<file path="src/hw/rtl/gsbp_pkg.sv">
// shared types, constants and helper functions of the gaussian-sum bond pair kernel
package gsbp_pkg;

  localparam int MAX_TERMS = 6;
  localparam int TERM_REGS = 6;
  localparam int FRAC_BITS = 16;

  localparam logic [2:0] REG_COUNT = 3'd0;
  localparam logic [2:0] REG_TERM0 = 3'd1;

  localparam logic [24:0] LOG2E_Q24 = 25'd24204406;
  localparam logic [29:0] LN2_Q30   = 30'd744261118;
  localparam logic [63:0] EV_CAP    = 64'd8 << 24;
  localparam logic [63:0] CAP62     = 64'd1 << 62;
  localparam logic [63:0] CAP32     = 64'hFFFF_FFFF;

  localparam int SH_EV  = 13;
  localparam int SH_W   = 5;
  localparam int SH_INV = 32 + FRAC_BITS;
  localparam int SH_Q   = 32;
  localparam int SH_U   = 30;
  localparam int D24_SH = 24 - FRAC_BITS;
  localparam int FS_SH  = 61 - FRAC_BITS;
  localparam int EN_SH  = 54 - FRAC_BITS;
  localparam logic signed [31:0] DLOG_OFS = 32'((30 - 2 * FRAC_BITS) * (1 << 24));

  // datapath operations
  localparam logic [4:0] OP_NOP       = 5'd0;
  localparam logic [4:0] OP_LOAD      = 5'd1;
  localparam logic [4:0] OP_SQ        = 5'd2;
  localparam logic [4:0] OP_INVAL     = 5'd3;
  localparam logic [4:0] OP_SQRT_INIT = 5'd4;
  localparam logic [4:0] OP_SQRT_STEP = 5'd5;
  localparam logic [4:0] OP_TERM_LD   = 5'd6;
  localparam logic [4:0] OP_DIV_INIT  = 5'd7;
  localparam logic [4:0] OP_DIV_STEP  = 5'd8;
  localparam logic [4:0] OP_EV_ST     = 5'd9;
  localparam logic [4:0] OP_EXP_Y     = 5'd10;
  localparam logic [4:0] OP_EXP_T     = 5'd11;
  localparam logic [4:0] OP_EXP_A     = 5'd12;
  localparam logic [4:0] OP_EXP_B     = 5'd13;
  localparam logic [4:0] OP_EXP_G     = 5'd14;
  localparam logic [4:0] OP_AG        = 5'd15;
  localparam logic [4:0] OP_TACC      = 5'd16;
  localparam logic [4:0] OP_INV_ST    = 5'd17;
  localparam logic [4:0] OP_Q_ST      = 5'd18;
  localparam logic [4:0] OP_MS        = 5'd19;
  localparam logic [4:0] OP_F_ST      = 5'd20;
  localparam logic [4:0] OP_LG_INIT   = 5'd21;
  localparam logic [4:0] OP_LG_SHIFT  = 5'd22;
  localparam logic [4:0] OP_LG_M      = 5'd23;
  localparam logic [4:0] OP_LG_SQ     = 5'd24;
  localparam logic [4:0] OP_LG_ST     = 5'd25;
  localparam logic [4:0] OP_ENERGY    = 5'd26;

  // divider operand sets
  localparam logic [2:0] DS_EV  = 3'd0;
  localparam logic [2:0] DS_W   = 3'd1;
  localparam logic [2:0] DS_INV = 3'd2;
  localparam logic [2:0] DS_Q   = 3'd3;
  localparam logic [2:0] DS_U   = 3'd4;

  typedef struct packed {
    logic signed [31:0] dist_x;
    logic signed [31:0] dist_y;
    logic signed [31:0] dist_z;
  } in_t;

  typedef struct packed {
    logic signed [31:0] force_x;
    logic signed [31:0] force_y;
    logic signed [31:0] force_z;
    logic signed [31:0] energy;
    logic               invalid;
  } out_t;

  typedef struct packed {
    logic [4:0] op;
    logic [2:0] dsel;
    logic [2:0] term;
    logic [1:0] axis;
    logic [4:0] step;
    logic       lsel;
  } cmd_t;

  typedef struct packed {
    logic       r2_zero;
    logic       c_zero;
    logic       ev_sat;
    logic       exp_big;
    logic       g_zero;
    logic       prob_zero;
    logic       norm_top;
    logic [2:0] term_cnt;
  } stat_t;

  function automatic logic [6:0] div_len(input logic [2:0] dsel);
    logic [6:0] len;
    unique case (dsel)
      DS_EV:   len = 7'(64 + SH_EV);
      DS_W:    len = 7'(64 + SH_W);
      DS_INV:  len = 7'(64 + SH_INV);
      DS_Q:    len = 7'(64 + SH_Q);
      DS_U:    len = 7'(64 + SH_U);
      default: len = 7'd1;
    endcase
    return len;
  endfunction

  // ceil(2^34 / k), exact floor division by k for values below 2^30
  function automatic logic [34:0] recip(input logic [3:0] k);
    logic [34:0] m;
    case (k)
      4'd1:    m = 35'd17179869184;
      4'd2:    m = 35'd8589934592;
      4'd3:    m = 35'd5726623062;
      4'd4:    m = 35'd4294967296;
      4'd5:    m = 35'd3435973837;
      4'd6:    m = 35'd2863311531;
      4'd7:    m = 35'd2454267027;
      4'd8:    m = 35'd2147483648;
      4'd9:    m = 35'd1908874354;
      4'd10:   m = 35'd1717986919;
      4'd11:   m = 35'd1561806290;
      4'd12:   m = 35'd1431655766;
      default: m = 35'd0;
    endcase
    return m;
  endfunction

  function automatic logic signed [31:0] sat32(input logic neg, input logic [32:0] mag);
    logic signed [31:0] v;
    if (neg) begin
      v = (mag >= 33'h0_8000_0000) ? 32'sh8000_0000 : $signed(-mag[31:0]);
    end else begin
      v = (mag > 33'h0_7FFF_FFFF) ? 32'sh7FFF_FFFF : $signed(mag[31:0]);
    end
    return v;
  endfunction

endpackage

</file>
<file path="src/hw/rtl/gsbp_ctrl.sv">
// sequencer that steps the datapath through one bond evaluation
module gsbp_ctrl
  import gsbp_pkg::*;
(
  input  logic  clk,
  input  logic  rst,
  input  logic  start,
  input  stat_t stat,
  output logic  busy,
  output logic  done,
  output cmd_t  cmd
);

  localparam logic [4:0] ST_IDLE  = 5'd0;
  localparam logic [4:0] ST_SQ    = 5'd1;
  localparam logic [4:0] ST_R2CHK = 5'd2;
  localparam logic [4:0] ST_SQRT  = 5'd3;
  localparam logic [4:0] ST_TSEL  = 5'd4;
  localparam logic [4:0] ST_TCHK  = 5'd5;
  localparam logic [4:0] ST_DIV   = 5'd6;
  localparam logic [4:0] ST_EVST  = 5'd7;
  localparam logic [4:0] ST_EXP1  = 5'd8;
  localparam logic [4:0] ST_EXP2  = 5'd9;
  localparam logic [4:0] ST_EXP3  = 5'd10;
  localparam logic [4:0] ST_ETA   = 5'd11;
  localparam logic [4:0] ST_ETB   = 5'd12;
  localparam logic [4:0] ST_EXPF  = 5'd13;
  localparam logic [4:0] ST_GCHK  = 5'd14;
  localparam logic [4:0] ST_WINIT = 5'd15;
  localparam logic [4:0] ST_TACC  = 5'd16;
  localparam logic [4:0] ST_PCHK  = 5'd17;
  localparam logic [4:0] ST_INVST = 5'd18;
  localparam logic [4:0] ST_QINIT = 5'd19;
  localparam logic [4:0] ST_QST   = 5'd20;
  localparam logic [4:0] ST_UINIT = 5'd21;
  localparam logic [4:0] ST_MS    = 5'd22;
  localparam logic [4:0] ST_FST   = 5'd23;
  localparam logic [4:0] ST_LGI   = 5'd24;
  localparam logic [4:0] ST_LGN   = 5'd25;
  localparam logic [4:0] ST_LGS   = 5'd26;
  localparam logic [4:0] ST_LGST  = 5'd27;
  localparam logic [4:0] ST_EN    = 5'd28;
  localparam logic [4:0] ST_DONE  = 5'd29;

  logic [4:0] state, state_next;
  logic [6:0] cnt, cnt_next;
  logic [2:0] ti, ti_next;
  logic [1:0] axis, axis_next;
  logic       lsel, lsel_next;
  logic [2:0] dsel, dsel_next;

  always_ff @(posedge clk) begin
    if (rst) begin
      state <= ST_IDLE;
      cnt   <= '0;
      ti    <= '0;
      axis  <= '0;
      lsel  <= 1'b0;
      dsel  <= DS_EV;
    end else begin
      state <= state_next;
      cnt   <= cnt_next;
      ti    <= ti_next;
      axis  <= axis_next;
      lsel  <= lsel_next;
      dsel  <= dsel_next;
    end
  end

  always_comb begin
    state_next = state;
    cnt_next   = cnt;
    ti_next    = ti;
    axis_next  = axis;
    lsel_next  = lsel;
    dsel_next  = dsel;
    cmd.op     = OP_NOP;
    cmd.dsel   = dsel;
    cmd.term   = ti;
    cmd.axis   = axis;
    cmd.step   = cnt[4:0];
    cmd.lsel   = lsel;
    unique case (state)
      ST_IDLE: begin
        if (start) begin
          cmd.op     = OP_LOAD;
          cnt_next   = '0;
          ti_next    = '0;
          state_next = ST_SQ;
        end
      end
      ST_SQ: begin
        cmd.op   = OP_SQ;
        cmd.axis = cnt[1:0];
        if (cnt == 7'd2) begin
          state_next = ST_R2CHK;
        end else begin
          cnt_next = cnt + 7'd1;
        end
      end
      ST_R2CHK: begin
        if (stat.r2_zero) begin
          cmd.op     = OP_INVAL;
          state_next = ST_DONE;
        end else begin
          cmd.op     = OP_SQRT_INIT;
          cnt_next   = '0;
          state_next = ST_SQRT;
        end
      end
      ST_SQRT: begin
        cmd.op = OP_SQRT_STEP;
        if (cnt == 7'd31) begin
          state_next = ST_TSEL;
        end else begin
          cnt_next = cnt + 7'd1;
        end
      end
      ST_TSEL: begin
        if (ti == stat.term_cnt) begin
          state_next = ST_PCHK;
        end else begin
          cmd.op     = OP_TERM_LD;
          state_next = ST_TCHK;
        end
      end
      ST_TCHK: begin
        if (stat.c_zero) begin
          ti_next    = ti + 3'd1;
          state_next = ST_TSEL;
        end else begin
          cmd.op     = OP_DIV_INIT;
          cmd.dsel   = DS_EV;
          dsel_next  = DS_EV;
          cnt_next   = '0;
          state_next = ST_DIV;
        end
      end
      ST_DIV: begin
        cmd.op = OP_DIV_STEP;
        if (cnt == 7'(div_len(dsel) - 7'd1)) begin
          cnt_next = '0;
          unique case (dsel)
            DS_EV:   state_next = ST_EVST;
            DS_W:    state_next = ST_TACC;
            DS_INV:  state_next = ST_INVST;
            DS_Q:    state_next = ST_QST;
            DS_U:    state_next = ST_MS;
            default: state_next = ST_IDLE;
          endcase
        end else begin
          cnt_next = cnt + 7'd1;
        end
      end
      ST_EVST: begin
        cmd.op     = OP_EV_ST;
        state_next = ST_EXP1;
      end
      ST_EXP1: begin
        if (stat.ev_sat) begin
          ti_next    = ti + 3'd1;
          state_next = ST_TSEL;
        end else begin
          cmd.op     = OP_EXP_Y;
          state_next = ST_EXP2;
        end
      end
      ST_EXP2: begin
        cmd.op     = OP_EXP_T;
        state_next = ST_EXP3;
      end
      ST_EXP3: begin
        if (stat.exp_big) begin
          ti_next    = ti + 3'd1;
          state_next = ST_TSEL;
        end else begin
          cnt_next   = 7'd1;
          state_next = ST_ETA;
        end
      end
      ST_ETA: begin
        cmd.op     = OP_EXP_A;
        state_next = ST_ETB;
      end
      ST_ETB: begin
        cmd.op = OP_EXP_B;
        if (cnt == 7'd12) begin
          state_next = ST_EXPF;
        end else begin
          cnt_next   = cnt + 7'd1;
          state_next = ST_ETA;
        end
      end
      ST_EXPF: begin
        cmd.op     = OP_EXP_G;
        state_next = ST_GCHK;
      end
      ST_GCHK: begin
        if (stat.g_zero) begin
          ti_next    = ti + 3'd1;
          state_next = ST_TSEL;
        end else begin
          cmd.op     = OP_AG;
          state_next = ST_WINIT;
        end
      end
      ST_WINIT: begin
        cmd.op     = OP_DIV_INIT;
        cmd.dsel   = DS_W;
        dsel_next  = DS_W;
        cnt_next   = '0;
        state_next = ST_DIV;
      end
      ST_TACC: begin
        cmd.op     = OP_TACC;
        ti_next    = ti + 3'd1;
        state_next = ST_TSEL;
      end
      ST_PCHK: begin
        if (stat.prob_zero) begin
          cmd.op     = OP_INVAL;
          state_next = ST_DONE;
        end else begin
          cmd.op     = OP_DIV_INIT;
          cmd.dsel   = DS_INV;
          dsel_next  = DS_INV;
          cnt_next   = '0;
          state_next = ST_DIV;
        end
      end
      ST_INVST: begin
        cmd.op     = OP_INV_ST;
        state_next = ST_QINIT;
      end
      ST_QINIT: begin
        cmd.op     = OP_DIV_INIT;
        cmd.dsel   = DS_Q;
        dsel_next  = DS_Q;
        cnt_next   = '0;
        state_next = ST_DIV;
      end
      ST_QST: begin
        cmd.op     = OP_Q_ST;
        axis_next  = '0;
        state_next = ST_UINIT;
      end
      ST_UINIT: begin
        cmd.op     = OP_DIV_INIT;
        cmd.dsel   = DS_U;
        dsel_next  = DS_U;
        cnt_next   = '0;
        state_next = ST_DIV;
      end
      ST_MS: begin
        cmd.op = OP_MS;
        if (cnt == 7'd3) begin
          state_next = ST_FST;
        end else begin
          cnt_next = cnt + 7'd1;
        end
      end
      ST_FST: begin
        cmd.op = OP_F_ST;
        if (axis == 2'd2) begin
          lsel_next  = 1'b0;
          state_next = ST_LGI;
        end else begin
          axis_next  = axis + 2'd1;
          state_next = ST_UINIT;
        end
      end
      ST_LGI: begin
        cmd.op     = OP_LG_INIT;
        state_next = ST_LGN;
      end
      ST_LGN: begin
        if (stat.norm_top) begin
          cmd.op     = OP_LG_M;
          cnt_next   = '0;
          state_next = ST_LGS;
        end else begin
          cmd.op = OP_LG_SHIFT;
        end
      end
      ST_LGS: begin
        cmd.op = OP_LG_SQ;
        if (cnt == 7'd23) begin
          state_next = ST_LGST;
        end else begin
          cnt_next = cnt + 7'd1;
        end
      end
      ST_LGST: begin
        cmd.op = OP_LG_ST;
        if (!lsel) begin
          lsel_next  = 1'b1;
          state_next = ST_LGI;
        end else begin
          state_next = ST_EN;
        end
      end
      ST_EN: begin
        cmd.op     = OP_ENERGY;
        state_next = ST_DONE;
      end
      ST_DONE: begin
        state_next = ST_IDLE;
      end
      default: begin
        state_next = ST_IDLE;
      end
    endcase
  end

  assign busy = (state != ST_IDLE);
  assign done = (state == ST_DONE);

endmodule

</file>
<file path="config.mk">
export PLATFORM = sky130hd
export DESIGN_NAME = gsbp_ctrl
export DESIGN_NICKNAME = d
export VERILOG_FILES = /design/src/hw/rtl/gsbp_pkg.sv /design/src/hw/rtl/gsbp_ctrl.sv
export SDC_FILE = /design/constraint.sdc
export NUM_CORES = 1
export LEC_CHECK = 0
export ABC_AREA = 1
export BUFFER_PORTS_ARGS = -buffer_cell sky130_fd_sc_hd__buf_2
export CAP_MARGIN = 20
export CORE_MARGIN = 2
export CORE_UTILIZATION = 53
export DETAILED_ROUTE_END_ITERATION = 10
export MAX_ROUTING_LAYER = met4
export PLACE_DENSITY = 0.78
export SYNTH_ARGS = -nofsm -noshare
export SYNTH_HDL_FRONTEND = slang
export SYNTH_SLANG_ARGS = --single-unit
</file>
<file path="constraint.sdc">
create_clock -name clk -period 1.8 [get_ports clk]
set_input_delay 0.09 -clock clk [delete_from_list [all_inputs] [get_ports clk]]
set_output_delay 0.09 -clock clk [all_outputs]
set_load 0.01 [all_outputs]
</file>
After elaboration in Yosys (flattened, before gate mapping)
Cells that the tools add are included.
- register bits after elaboration: 21
- logic and storage cells: 146
- add/subtract/negate cells: 4
- eq/ne operators: 63
- muxes and demuxes: 58
- reduce and logical (&&, ||, !) cells: 15
- operators by type and width (operator ; count):
    $pmux 5 s27 ; 1
    $pmux 5 s26 ; 1
    $mux 7 ; 13
    $pmux 7 s13 ; 1
    $eq 5x5->1 const B ; 14
    $mux 5 ; 10
    $ne 2x2->1 const B ; 22
    $eq 5x4->1 const B ; 8
    $mux 3 ; 12
    $pmux 7 s5 ; 1
    $pmux 3 s5 ; 2
    $pmux 5 s5 ; 1
    $mux 4 ; 6
    $eq 5x3->1 const B ; 4
    $pmux 3 s6 ; 1
    $eq 7x2->1 const B ; 2
    $eq 7x5->1 const B ; 2
    $reduce_bool 13->1 ; 1
    $reduce_and 12->1 ; 1
    $eq 5x2->1 const B ; 2
    $reduce_bool 5->1 ; 2
    $add 7x1->7 const B ; 1
    $eq 7x4->1 const B ; 1
    $eq 7x7->1 ; 1
    22 further kinds ; 30

Longest topological paths before layout
- depth in word-level cells: 7
- gate-level depth with buffers: 16

Worst setup path after synthesis
No wires, ideal clock.
- kind: register to register
- start point: reg dsel[2]
- end point: reg state[1]
- setup time: 0.131 ns
- data arrival time: 1.798 ns
- data required time: 1.669 ns
- path slack: -0.130 ns
- cell stages (with the launch flop): 14
- cell sequence: dfxtp_1 -> inv_2 -> nand2_2 -> nor2_1 -> o21ai_0 -> ha_1 -> xnor2_1 -> nand3_1 -> nor2_1 -> nand2_2 -> nand2_2 -> nand2_1 -> nor2_1 -> nor3_1
- longest elaborated chain between the ends: 7
- ends and longest elaborated chain (item ; line ; text):
    start: declaration ; gsbp_ctrl.sv:50 ; logic [2:0] dsel, dsel_next;
    start signal: assignment ; gsbp_ctrl.sv:66 ; dsel <= dsel_next;
    $eq 3x3->1, or another cell as far along ; gsbp_pkg.sv:99, gsbp_ctrl.sv:143 ;
    $pmux 7 s5 ; gsbp_pkg.sv:99 ; unique case (dsel)
    $mux 7 ; gsbp_ctrl.sv:83 ; unique case (state)
    $sub 7x1->7 ; gsbp_ctrl.sv:141 ; if (cnt == 7'(div_len(dsel) - 7'd1)) begin
    $eq 7x7->1 ; gsbp_ctrl.sv:141 ;
    $ne 2x2->1 (no line) ; -- ;
    $reduce_and 7->1 (no line) ; -- ;
    end signal: assignment ; gsbp_ctrl.sv:61 ; state <= state_next;
    end: declaration ; gsbp_ctrl.sv:45 ; logic [4:0] state, state_next;
Several ways; a longest one is shown, not always the timed one. The select of a mux whose other input is x is not followed.
A chain may end at the register's enable or synchronous reset.

Worst setup path in the final report
- start point: reg state[0]
- end point: reg cnt[6]
- longest elaborated chain between the ends: 4
- ends and longest elaborated chain (item ; line ; text):
    $eq 5x5->1 or $eq 5x4->1 (tied branches) ; gsbp_ctrl.sv:83 ;
    $reduce_or 3->1 (no line) ; -- ;
    $reduce_bool 13->1 (no line) ; -- ;
    $reduce_and 12->1 (no line) ; -- ;
    end signal: assignment ; gsbp_ctrl.sv:62 ; cnt <= cnt_next;
    end: declaration ; gsbp_ctrl.sv:46 ; logic [6:0] cnt, cnt_next;
Several ways; a longest one is shown, not always the timed one.

==> out/results.ini <==
[final_layout]
nets=579
regArea_um2=445
nFillCells=189
drive_above_1_share=0.465
multi_input_area_um2=2150
finalNonFillerCells=611
final_core_util=0.910
syn_to_final_growth_pct=66.8
n_antenna_cell=0

[power]
vdd_ir_drop_max_mv=0.915
p_seq_frac=0.154
netSwitchingFraction=0.534
internal_power_w=0.00203
comb_power_share=0.761
pwr_density_cell_nw_per_um2=1110
power.share.clock=0.085
p_sw_w=0.00233
power_leakage_nw=2.12

[global_routing]
antenna_found_initial=0
grt_first_pass_wirelength_mm=14.9
grt_max_degree=21
grt_use_total=0.391
grt_pass1_vias=3173
grt_remaining_overflow=0

[worst_setup_path]
worst_ep_required_time_ns=1.97
crit_arrival_ns=2.19
critPathMaxFanout=7
crit_path_start_kind=register
critPathKind=reg2reg
endpoint_kind=register

[timing]
rsz0062_at_grt=true
hold_viol=0
drv_slew=0
period_share=1.13
min_period_ns=2.03
setup_slack_ns=-0.228
skew_ns=0.0115
finalSetupViolations=24
max_slew.worst_pin.slew_ns=0.460
fmax_mhz=493
slew_headroom=0.693

[job]
drv_cap=0

[drt]
routedWlPerCell_um=20.3
viasPerCell=6.41
drt_pre_antenna_iters=7
wirelength_mm=12.4
num_vias=3915
drtAntennaViolNets=0
drc=0
dr.first_iter.drc_count=576

[logic_synthesis]
ys_seq_area_frac=0.178
synth_cell_type_count=28
synthTopCellsByArea=nand2_1 20%, dfxtp_1 18%, nand3_1 11%
yosys_register_bits=21
synth_top_area_share=0.204
synthCells=433
async_flop_share=0
yosysTopAreaCell=nand2_1
yosysWarnings=0
synth_edf_count=0
synth_top_flop_cell=dfxtp_1
synthesis.nets=452
syn_area_um2=2360
syn_avg_cell_area_um2=5.45

[floorplan]
row_count=24
die_y_um=70.7
dieArea_um2=5000
top_level_ports=34
die_w_um=70.7
initial_utilization=0.545
core_um2=4320

[run_status]
status=complete, but fails checks
violations=setup timing

[cts]
cts_tree=built
cts_max_level=1
hold_buffers=0
worst_skew_pair.late_latency_ns=0.29
cts_buffers=3
clkSinkCount=21
root_buffer=clkbuf_8
clk_pin_slew_worst_paths_ns=0.10
cts_max_path_buffers=2

[placed_design]
dpl.hpwl_mm=7.02
gp_congestion=1.10
io_buffers=33
placedCellCount=570

[worst_hold_path]
min_path_type=in2reg

## state kept, by name (all words and copies together), names as in the netlist
| name | cells |
|---|---|
| ti | 3 |
| axis | 2 |
| state | 5 |
| dsel | 3 |
| lsel | 1 |
| cnt | 7 |
## metrics by stage
| step | TNS (ns) | hold slack (ns) | area [um^2] | total power [W] | setup slack [ns] |
|---|---|---|---|---|---|
| after CTS | -1.06 | 0.220 | 3390 | 0.00338 | -0.148 |
| after floorplan | -0.0209 | 0.252 | 2380 | 0.00190 | -0.0209 |
| final | -3.76 | 0.233 | 3930 | 0.00435 | -0.228 |
| after global placement | -0.0929 | 0.471 | 3030 | 0.00270 | -0.0464 |
| after global routing | -4.91 | 0.243 | 3930 | 0.00448 | -0.342 |
| after detailed placement | -1.05 | 0.470 | 3030 | 0.00273 | -0.170 |
## timing repair
item | in CTS | in global routing
pin swaps | 20 | 44
endpoints found under the setup margin | 21 | 26
gates cloned | 0 | 0
setup buffers | 16 | 26
resized for setup | 71 | 101
## power by group through the flow
stage / Clock [W] / Combinational, W / Sequential (W)
final: 0.000370 / 0.00331 / 0.000669
after CTS: 0.000351 / 0.00239 / 0.000644
after detailed placement: 0 / 0.00211 / 0.000616
after floorplan: 0 / 0.00128 / 0.000618
after global placement: 0 / 0.00208 / 0.000613
after global routing: 0.000371 / 0.00343 / 0.000675
## logic make-up after synthesis
logic type	share of synthesized area
compound gates	0.0859
xor+xnor	0.0408
fa+ha+maj	0.0318
buf+inv	0.115
flops	0.178
simple gates	0.548
## path summary, 6_finish.rpt
check | startpoint | endpoint | slack, ns | depth (start not counted)
max | state[0] | cnt[6] | -0.23 | 13
min | rst | dsel[0] | 0.23 | 2
max reg2reg | state[0] | cnt[6] | -0.23 | 13
min reg2reg | axis[1] | axis[1] | 0.50 | 2
## critical path, cell delays in order (launching register included)
cell and delay (ns):
dfxtp_4 0.41, inv_4 0.05, nor2_4 0.30, buf_6 0.16, nand3_4 0.07, buf_4 0.15, nand2_1 0.08, nor2_1 0.05
nand2_1 0.09, inv_1 0.07, nand2_1 0.09, nand2_2 0.15, a21oi_1 0.19, nor2_1 0.05
## routing by layer
layer | up-vias | part of all wire | GRT usage | wire length [um]
li1 | 1644 | - | - | -
met1 | 1738 | 0.34 | 0.487 | 4180
met2 | 388 | 0.43 | 0.600 | 5390
met3 | 145 | 0.14 | 0.0926 | 1760
met4 | 0 | 0.088 | 0.178 | 1100
met5 | - | 0 | - | 0
## Yosys cell counts, types with 7 or more instances
master / number
nor2_1: 68
nand3_1: 51
a21oi_1: 19
dfxtp_1: 21
nor2_2: 9
o21ai_0: 13
buf_4: 7
nor3_1: 10
inv_1: 49
nand4_1: 9
nand2_1: 128
## cell type report
cell class | instances | share of cell area
well taps | 52 | 0.0165
multi-input cells | 347 | 0.545
clock buffers | 3 | 0.0105
repair buffers | 132 | 0.253
clock inverters | 1 | 0.00127
flip-flops and latches | 21 | 0.113
inverters | 55 | 0.0595
## cell usage in the layout, fill, tap and decap left out, drive strengths merged, types with 2 or more instances in the layout
cell,Yosys,routed
ha,6,6
nor3,10,10
clkbuf,2,3
nand3b,3,3
nor4,2,2
nand3,52,52
xnor2,5,5
inv,55,55
o21ai,14,14
nand2,133,133
nor2,82,82
xor2,6,6
a21boi,2,2
dfxtp,21,21
buf,8,132
a21oi,19,19
nand4,9,9
No activity file was read; power rests on OpenSTA's default activity.
